<file path="config.mk">
export PLATFORM = sky130hd
export DESIGN_NAME = display_datagram_receiver_flat
export DESIGN_NICKNAME = d
export VERILOG_FILES = /design/src/sv/ddr_pkg.sv /design/src/sv/ddr_in_if.sv /design/src/sv/ddr_out_if.sv /design/src/sv/display_datagram_receiver.sv /design/src/flat_wrapper.sv
export SDC_FILE = /design/constraint.sdc
export NUM_CORES = 1
export LEC_CHECK = 0
export ABC_AREA = 1
export BUFFER_PORTS_ARGS = -buffer_cell sky130_fd_sc_hd__buf_2
export CORE_UTILIZATION = 25
export CTS_BUF_LIST = sky130_fd_sc_hd__clkbuf_8 sky130_fd_sc_hd__clkbuf_16
export CTS_CLUSTER_DIAMETER = 50
export DETAILED_ROUTE_END_ITERATION = 8
export GPL_TIMING_DRIVEN = 0
export PLACE_DENSITY = 0.4
export SLEW_MARGIN = 20
export SYNTH_ARGS = -nofsm -noshare
export SYNTH_HDL_FRONTEND = slang
export SYNTH_SLANG_ARGS = --single-unit
</file>
<file path="constraint.sdc">
create_clock -name clk -period 2.7 [get_ports clk]
set_input_delay 0.405 -clock clk [delete_from_list [all_inputs] [get_ports clk]]
set_output_delay 0.405 -clock clk [all_outputs]
set_load 0.03 [all_outputs]
</file>
<file path="src/sv/ddr_pkg.sv">
package ddr_pkg;

  localparam int RX_BUFFER_SIZE_DEF = 64;
  localparam int HDR_BYTES = 5;
  localparam int FIRST_DATA = 3;
  localparam int MIN_LENGTH = 3;

  localparam logic [7:0] PREAMBLE_FIRST_RST = 8'h5A;
  localparam logic [7:0] PREAMBLE_SECOND_RST = 8'hA5;
  localparam logic [7:0] CMD_WRITE = 8'h82;
  localparam logic [7:0] CMD_READ = 8'h83;
  localparam logic [15:0] VP_SCREEN = 16'h0014;
  localparam logic [7:0] CHAR_O = 8'h4F;
  localparam logic [7:0] CHAR_K = 8'h4B;

  localparam logic REG_PREAMBLE_FIRST = 1'b0;
  localparam logic REG_PREAMBLE_SECOND = 1'b1;

  typedef enum logic [1:0] {
    KIND_ACK = 2'd0,
    KIND_DATA = 2'd1,
    KIND_SCREEN = 2'd2
  } kind_t;

  typedef enum logic [1:0] {
    PH_IDLE = 2'd0,
    PH_PRE1 = 2'd1,
    PH_PRE2 = 2'd2,
    PH_BODY = 2'd3
  } phase_t;

  typedef enum logic [1:0] {
    ST_RX = 2'd0,
    ST_FIN = 2'd1,
    ST_RD = 2'd2,
    ST_OUT = 2'd3
  } state_t;

endpackage

</file>
<file path="src/sv/ddr_in_if.sv">
interface ddr_in_if;
  logic       valid;
  logic       ready;
  logic [7:0] rx_byte;
  logic       abort;

  modport source (output valid, output rx_byte, output abort, input ready);
  modport sink (input valid, input rx_byte, input abort, output ready);
endinterface

</file>
<file path="src/sv/ddr_out_if.sv">
interface ddr_out_if;
  logic        valid;
  logic        ready;
  logic [1:0]  kind;
  logic [15:0] vp_address;
  logic [7:0]  word_count;
  logic [15:0] data_value;
  logic        has_data;
  logic        last;

  modport source (output valid, output kind, output vp_address, output word_count,
                  output data_value, output has_data, output last, input ready);
  modport sink (input valid, input kind, input vp_address, input word_count,
                input data_value, input has_data, input last, output ready);
endinterface

</file>
<file path="src/sv/display_datagram_receiver.sv">
// Receiver for length-prefixed datagrams from a touch display serial link. Each
// received byte request is accepted while the block is in its receive state;
// payload bytes go to a single-port buffer memory and the first five are also
// kept in a small header register. After the final byte of a frame, a classify
// state decides its results and input is held off until all results of the
// frame are delivered. A single result waits in the output state for the sink;
// each data byte of a read-variable frame passes a buffer read state and then
// an output state that waits for the sink, as the buffer has one read port.
// Bytes arriving between frames or inside a frame are accepted alike, and
// the block needs no clearing pass after reset.
module display_datagram_receiver #(
  parameter int RX_BUFFER_SIZE = ddr_pkg::RX_BUFFER_SIZE_DEF
) (
  input  logic        clk,
  input  logic        rst_n,
  ddr_in_if.sink      in_chan,
  ddr_out_if.source   out_chan,
  input  logic        psel,
  input  logic        penable,
  input  logic        pwrite,
  input  logic [2:0]  paddr,
  input  logic [31:0] pwdata,
  output logic [31:0] prdata,
  output logic        pready
);
  import ddr_pkg::*;

  localparam int ADDR_W = $clog2(RX_BUFFER_SIZE);
  localparam int CNT_W = $clog2(RX_BUFFER_SIZE + 1);
  localparam logic [7:0] LEN_MAX = 8'(RX_BUFFER_SIZE);

  logic [7:0] pre1_r, pre2_r;

  phase_t            phase_r, phase_nxt;
  state_t            state_r, state_nxt;
  logic [CNT_W-1:0]  frame_len_r, frame_len_nxt;
  logic [CNT_W-1:0]  bytes_seen_r, bytes_seen_nxt;
  logic [7:0]        cmd_r, cmd_nxt;
  logic [7:0]        hdr_r [HDR_BYTES];
  logic [7:0]        hdr_nxt [HDR_BYTES];
  logic [ADDR_W-1:0] rd_idx_r, rd_idx_nxt;
  logic [7:0]        rd_q_r;

  kind_t             kind_r, kind_nxt;
  logic [15:0]       dv_r, dv_nxt;
  logic              has_data_r, has_data_nxt;
  logic              last_r, last_nxt;
  logic              use_mem_r, use_mem_nxt;

  logic [7:0]        mem [RX_BUFFER_SIZE];
  logic              mem_we;
  logic [ADDR_W-1:0] mem_waddr;

  logic              acc;
  logic [CNT_W-1:0]  bs_inc;
  logic [CNT_W-1:0]  plen;
  logic [CNT_W-1:0]  pidx;
  logic [15:0]       vp;

  assign pready = 1'b1;
  assign prdata = (paddr[2] == REG_PREAMBLE_SECOND) ? {24'd0, pre2_r} : {24'd0, pre1_r};

  always_ff @(posedge clk) begin
    if (!rst_n) begin
      pre1_r <= PREAMBLE_FIRST_RST;
      pre2_r <= PREAMBLE_SECOND_RST;
    end else if (psel && penable && pwrite && pready) begin
      if (paddr[2] == REG_PREAMBLE_FIRST) begin
        pre1_r <= pwdata[7:0];
      end else begin
        pre2_r <= pwdata[7:0];
      end
    end
  end

  assign acc = in_chan.valid && in_chan.ready;
  assign bs_inc = bytes_seen_r + CNT_W'(1);
  assign plen = frame_len_r - CNT_W'(1);
  assign pidx = bytes_seen_r - CNT_W'(1);
  assign vp = {hdr_r[0], hdr_r[1]};

  assign in_chan.ready = (state_r == ST_RX);
  assign out_chan.valid = (state_r == ST_OUT);
  assign out_chan.kind = kind_r;
  assign out_chan.vp_address = vp;
  assign out_chan.word_count = hdr_r[2];
  assign out_chan.data_value = use_mem_r ? {8'd0, rd_q_r} : dv_r;
  assign out_chan.has_data = has_data_r;
  assign out_chan.last = last_r;

  assign mem_we = acc && !in_chan.abort && (phase_r == PH_BODY) && (bytes_seen_r != '0);
  assign mem_waddr = pidx[ADDR_W-1:0];

  always_ff @(posedge clk) begin
    if (mem_we) begin
      mem[mem_waddr] <= in_chan.rx_byte;
    end
    if (state_r == ST_RD) begin
      rd_q_r <= mem[rd_idx_r];
    end
  end

  always_comb begin
    phase_nxt = phase_r;
    state_nxt = state_r;
    frame_len_nxt = frame_len_r;
    bytes_seen_nxt = bytes_seen_r;
    cmd_nxt = cmd_r;
    hdr_nxt = hdr_r;
    rd_idx_nxt = rd_idx_r;
    kind_nxt = kind_r;
    dv_nxt = dv_r;
    has_data_nxt = has_data_r;
    last_nxt = last_r;
    use_mem_nxt = use_mem_r;
    unique case (state_r)
      ST_RX: begin
        if (acc) begin
          if (in_chan.abort) begin
            phase_nxt = PH_IDLE;
            bytes_seen_nxt = '0;
          end else begin
            unique case (phase_r)
              PH_IDLE: begin
                if (in_chan.rx_byte == pre1_r) begin
                  phase_nxt = PH_PRE1;
                end
              end
              PH_PRE1: begin
                phase_nxt = (in_chan.rx_byte == pre2_r) ? PH_PRE2 : PH_IDLE;
              end
              PH_PRE2: begin
                bytes_seen_nxt = '0;
                frame_len_nxt = CNT_W'(in_chan.rx_byte);
                for (int i = 0; i < HDR_BYTES; i++) begin
                  hdr_nxt[i] = 8'd0;
                end
                if (in_chan.rx_byte >= 8'(MIN_LENGTH) && in_chan.rx_byte <= LEN_MAX) begin
                  phase_nxt = PH_BODY;
                end else begin
                  phase_nxt = PH_IDLE;
                end
              end
              PH_BODY: begin
                if (bytes_seen_r == '0) begin
                  cmd_nxt = in_chan.rx_byte;
                end else begin
                  for (int i = 0; i < HDR_BYTES; i++) begin
                    if (pidx == CNT_W'(i)) begin
                      hdr_nxt[i] = in_chan.rx_byte;
                    end
                  end
                end
                bytes_seen_nxt = bs_inc;
                if (bs_inc >= frame_len_r) begin
                  phase_nxt = PH_IDLE;
                  bytes_seen_nxt = '0;
                  state_nxt = ST_FIN;
                end
              end
              default: phase_nxt = PH_IDLE;
            endcase
          end
        end
      end
      ST_FIN: begin
        last_nxt = 1'b1;
        use_mem_nxt = 1'b0;
        dv_nxt = 16'd0;
        has_data_nxt = 1'b0;
        kind_nxt = KIND_DATA;
        if (cmd_r == CMD_WRITE && hdr_r[0] == CHAR_O && hdr_r[1] == CHAR_K) begin
          kind_nxt = KIND_ACK;
          state_nxt = ST_OUT;
        end else if (cmd_r != CMD_READ) begin
          state_nxt = ST_RX;
        end else if (vp == VP_SCREEN) begin
          kind_nxt = KIND_SCREEN;
          dv_nxt = {hdr_r[3], hdr_r[4]};
          has_data_nxt = (plen >= CNT_W'(HDR_BYTES));
          state_nxt = ST_OUT;
        end else if (plen <= CNT_W'(FIRST_DATA)) begin
          state_nxt = ST_OUT;
        end else begin
          has_data_nxt = 1'b1;
          use_mem_nxt = 1'b1;
          rd_idx_nxt = ADDR_W'(FIRST_DATA);
          state_nxt = ST_RD;
        end
      end
      ST_RD: begin
        last_nxt = (CNT_W'(rd_idx_r) + CNT_W'(1) == plen);
        state_nxt = ST_OUT;
      end
      ST_OUT: begin
        if (out_chan.ready) begin
          if (last_r) begin
            state_nxt = ST_RX;
          end else begin
            rd_idx_nxt = rd_idx_r + ADDR_W'(1);
            state_nxt = ST_RD;
          end
        end
      end
      default: state_nxt = ST_RX;
    endcase
  end

  always_ff @(posedge clk) begin
    if (!rst_n) begin
      phase_r <= PH_IDLE;
      state_r <= ST_RX;
      frame_len_r <= '0;
      bytes_seen_r <= '0;
      cmd_r <= 8'd0;
    end else begin
      phase_r <= phase_nxt;
      state_r <= state_nxt;
      frame_len_r <= frame_len_nxt;
      bytes_seen_r <= bytes_seen_nxt;
      cmd_r <= cmd_nxt;
    end
  end

  always_ff @(posedge clk) begin
    hdr_r <= hdr_nxt;
    rd_idx_r <= rd_idx_nxt;
    kind_r <= kind_nxt;
    dv_r <= dv_nxt;
    has_data_r <= has_data_nxt;
    last_r <= last_nxt;
    use_mem_r <= use_mem_nxt;
  end

endmodule

</file>
<file path="src/flat_wrapper.sv">
// flat-port wrapper written by rule: the top's interface ports become plain ports
module display_datagram_receiver_flat import ddr_pkg::*;
#(
  parameter int RX_BUFFER_SIZE = ddr_pkg::RX_BUFFER_SIZE_DEF
)
  (clk, rst_n, psel, penable, pwrite, paddr, pwdata, prdata, pready, in_chan_valid, in_chan_rx_byte, in_chan_abort, in_chan_ready, out_chan_valid, out_chan_kind, out_chan_vp_address, out_chan_word_count, out_chan_data_value, out_chan_has_data, out_chan_last, out_chan_ready);
  ddr_in_if in_chan_i ();
  ddr_out_if out_chan_i ();
  input  logic clk;
  input  logic rst_n;
  input  logic psel;
  input  logic penable;
  input  logic pwrite;
  input  logic [2:0] paddr;
  input  logic [31:0] pwdata;
  output logic [31:0] prdata;
  output logic pready;
  input wire logic [$bits(in_chan_i.valid)-1:0] in_chan_valid;
  input wire logic [$bits(in_chan_i.rx_byte)-1:0] in_chan_rx_byte;
  input wire logic [$bits(in_chan_i.abort)-1:0] in_chan_abort;
  output wire logic [$bits(in_chan_i.ready)-1:0] in_chan_ready;
  output wire logic [$bits(out_chan_i.valid)-1:0] out_chan_valid;
  output wire logic [$bits(out_chan_i.kind)-1:0] out_chan_kind;
  output wire logic [$bits(out_chan_i.vp_address)-1:0] out_chan_vp_address;
  output wire logic [$bits(out_chan_i.word_count)-1:0] out_chan_word_count;
  output wire logic [$bits(out_chan_i.data_value)-1:0] out_chan_data_value;
  output wire logic [$bits(out_chan_i.has_data)-1:0] out_chan_has_data;
  output wire logic [$bits(out_chan_i.last)-1:0] out_chan_last;
  input wire logic [$bits(out_chan_i.ready)-1:0] out_chan_ready;
  assign in_chan_i.valid = in_chan_valid;
  assign in_chan_i.rx_byte = in_chan_rx_byte;
  assign in_chan_i.abort = in_chan_abort;
  assign in_chan_ready = in_chan_i.ready;
  assign out_chan_valid = out_chan_i.valid;
  assign out_chan_kind = out_chan_i.kind;
  assign out_chan_vp_address = out_chan_i.vp_address;
  assign out_chan_word_count = out_chan_i.word_count;
  assign out_chan_data_value = out_chan_i.data_value;
  assign out_chan_has_data = out_chan_i.has_data;
  assign out_chan_last = out_chan_i.last;
  assign out_chan_i.ready = out_chan_ready;
  display_datagram_receiver #(.RX_BUFFER_SIZE(RX_BUFFER_SIZE)) u_core (.clk(clk), .rst_n(rst_n), .in_chan(in_chan_i), .out_chan(out_chan_i), .psel(psel), .penable(penable), .pwrite(pwrite), .paddr(paddr), .pwdata(pwdata), .prdata(prdata), .pready(pready));
endmodule
</file>
==> flow_metrics.tcl <==
set metrics [dict create \
    yosysSeqAreaShare_pct 69.93 \
    met3_wirelength_mm 6.434 \
    setup_violations 3 \
    h-tree-depth 3 \
    dp.final_hpwl_mm 66.31 \
    die_h_um 327.0 \
    r2r_cells 12 \
    synthCells 2265 \
    grt_pass1_vias 18410 \
    dpl_cell_area_mm2 0.02884 \
    rows 118 \
    slew_violations 0 \
    ys_seq_elements 629 \
    grt_max_degree 58 \
    final_cell_mix "edfxtp_1, nor2_1, o21ai_0, nand2_1, inv_1" \
    hp-class "input pin to register" \
    drt-met1-wl_mm 40.48 \
    slew_headroom_pct 35.03 \
    cts.path.max_buffers 3 \
    status "complete, but fails checks" \
    p_int_uw 18100 \
    crit_slowest_cell "edfxtp_1" \
    port_buffers 78 \
    crit_cells 12 \
    wire_per_inst_um 24.03 \
    grt_pass1_wl_mm 134.1 \
    p_sw_uw 5386 \
    drt-pass1-iter-count 5 \
    drc 0 \
    rrSetupSlack_ns -0.04 \
    cap_violations 0 \
    cts.sinks 629 \
    syn_area_per_cell_um2 11.66 \
    routed.top_layer "met4" \
    postSynth.asyncResetShare_pct 0 \
    viasPerCell 4.739 \
    crit_required_ns 3.09 \
    wl_met2_mm 45.72 \
    core_area_mm2 0.1041 \
    finalCriticalPeriod_ns 2.744 \
    fin_skew_ns 0.03830 \
    clock_power_share_pct 50.2 \
    fp.dieArea_mm2 0.1069 \
    crit_type "register to register" \
    dieWidth_um 327.0 \
    combinationalPowerShare_pct 4.1 \
    cp-start-kind "register" \
    setup_slack_ns -0.04440 \
    rsz0062_at_grt "true" \
    routed_wl_mm 95.85 \
    cts_root_buffer "clkbuf_16" \
    hold_viol_final 0 \
    finalCritPeriodShare_pct 101.6 \
    drtIter0Drc 1684 \
    synth_edf_count 587 \
    synth_ff_type "edfxtp_1" \
    endpoint_kind "register" \
    min_path_cells 4 \
    p_sw_share_pct 22.94 \
    final_common_cell "edfxtp_1" \
    cp_slowest_stage_delay_ns 0.43 \
    crit_fanout 10 \
    via_count 18900 \
    grt_usage_pct 17.65 \
    path_cells "buf_8, buf_8, buf_12, buf_6, nor2_1, nor2_1, o21ai_1, o211ai_1, o211ai_1, nand3_1, nand3_1, nand2_2" \
    seqPwrFrac_pct 45.7 \
    utilization_pct 32.43 \
    postRouteAntennaNets 0 \
    start_util_pct 25.37 \
    synth_area_mm2 0.02641 \
    cp_num_buf_inv 4 \
    design_area_mm2 0.03375 \
    io_pins 130 \
    cts_buffers 86 \
    clk_pin_slew_ns 0.06 \
    synth_warnings 0 \
    cpLargestDelayFamily "compound AO/OA/AOI/OAI gates" \
    drive_above_1_share_pct 20.91 \
    synthToLayoutAreaGrowth_pct 27.81 \
    cts_tree "built" \
    worst_pin_slew_ns 0.9745 \
    cp_data_arrival_time_ns 3.13 \
    grt_antenna_before_repair 4 \
    violations "setup timing" \
    p_leak_uw 0.01172 \
    peakVddDrop_mv 0.4483 \
    ys_types 36 \
    gr-total-overflow 0 \
    timing.fmax_mhz 364.4 \
    powerDensity_mw_per_mm2 695.7 \
    layout.nets 2609 \
    gp_congestion 0.9131 \
    worstSkewPairLatency_ns 0.67 \
]
## registers in the layout, indices dropped and copies added, names as in the netlist
name / flops
u_core.out_chan.vp_address: 16
u_core.mem: 512
u_core.state_r: 2
u_core.use_mem_r: 1
u_core.rd_idx_r: 6
u_core.out_chan.word_count: 8
u_core.out_chan.last: 1
u_core.dv_r: 16
u_core.out_chan.has_data: 1
u_core.bytes_seen_r: 7
u_core.rd_q_r: 8
u_core.out_chan.kind: 2
u_core.pre2_r: 8
u_core.phase_r: 2
u_core.pre1_r: 8
u_core.cmd_r: 8
u_core.hdr_r: 16
u_core.frame_len_r: 7
## worst paths after layout
check	end	start
worst min-delay path	u_core.phase_r[1]	in_chan_abort
worst min register to register	u_core.cmd_r[7]	u_core.cmd_r[7]
worst max-delay path	u_core.rd_q_r[6]	u_core.rd_idx_r[0]
worst max register to register	u_core.rd_q_r[6]	u_core.rd_idx_r[0]
## per-layer routing
metal  global-route usage [%]  vias up
li1                         -     8566
met1                    23.20     9482
met2                    29.16      704
met3                    2.840      152
met4                    6.593        0
met5                        0        -
## metrics by stage
stage	worst slack [ns]	cells	total power [uW]	setup TNS (ns)	hold slack [ns]
floorplan	0.3915	2288	11400	0	0.4303
global placement	-0.8689	3746	11850	-308.30	0.4525
detailed placement	-0.7903	3754	11890	-311.88	0.4599
CTS	-0.1625	3961	23680	-47.44	0.09267
global route	-0.1505	3987	24120	-0.4882	0.1327
finish	-0.04440	3989	23480	-0.05489	0.1412
## cell type report
type                       count  area [um^2]
clock inverter                70        785.8
timing repair buffer         161         1747
multi-input combinational   1396         7430
sequential                   629        18470
clock buffer                  88         2191
tap                         1380         1727
antenna                        2        5.005
fill                       10340        70340
inverter                     101        382.9
buffer                       162         1012
## cells by family after synthesis
| family | after synthesis | synth area share, % |
|---|---|---|
| AO/OA/AOI/OAI | 510 | 10.69 |
| XOR/XNOR | 26 | 0.9191 |
| adder cells (fa/ha/maj) | 21 | 0.9949 |
| buffers and inverters | 263 | 4.951 |
| flip-flops | 629 | 69.93 |
| multiplexers | 8 | 0.3411 |
| other | 2 | 0.02844 |
| AND/OR/NAND/NOR | 806 | 12.14 |
## power groups by stage
stage	combinational, uW	sequential (uW)	clock, uW
after floorplan	473	10900	0
after global placement	912	10900	0
after detailed placement	954	10900	0
after CTS	969	10700	12000
after global routing	1040	10700	12300
final	974	10700	11800
## cell usage after synthesis, types with 4 or more instances
| master | instances | share of area (%) |
|---|---|---|
| clkinv_1 | 5 | 0.071 |
| a21oi_1 | 75 | 1.4 |
| a22oi_1 | 17 | 0.48 |
| or2_2 | 4 | 0.095 |
| mux2_2 | 8 | 0.34 |
| inv_2 | 5 | 0.071 |
| nand3_1 | 88 | 1.7 |
| nand4_1 | 7 | 0.17 |
| inv_1 | 91 | 1.3 |
| dfxtp_1 | 42 | 3.2 |
| xor2_1 | 11 | 0.36 |
| nand2_1 | 182 | 2.6 |
| o21ai_1 | 37 | 0.70 |
| nor3_1 | 8 | 0.15 |
| edfxtp_1 | 587 | 67 |
| buf_6 | 8 | 0.34 |
| o22ai_1 | 45 | 1.1 |
| o211ai_1 | 64 | 1.8 |
| buf_4 | 56 | 1.6 |
| o21ai_0 | 266 | 5.0 |
| xnor2_1 | 13 | 0.43 |
| ha_1 | 21 | 0.99 |
| clkbuf_1 | 55 | 0.78 |
| nor2_1 | 507 | 7.2 |
| buf_2 | 40 | 0.76 |
## worst register-to-register path, delay by kind of cell (launching register included)
kind / cells / cell delay [ns]
compound gates: 3 / 0.71
buf+inv: 4 / 0.70
simple gates: 5 / 0.64
flops: 1 / 0.43
## repair_timing
action | in CTS | in global routing
hold buffers | 8 | 0
endpoints found under the hold margin | 14 | 0
resized for setup | 170 | 83
pin swaps | 22 | 43
setup endpoints to repair | 554 | 572
buffers inserted | 41 | 26
(Power assumes the default switching activity.)
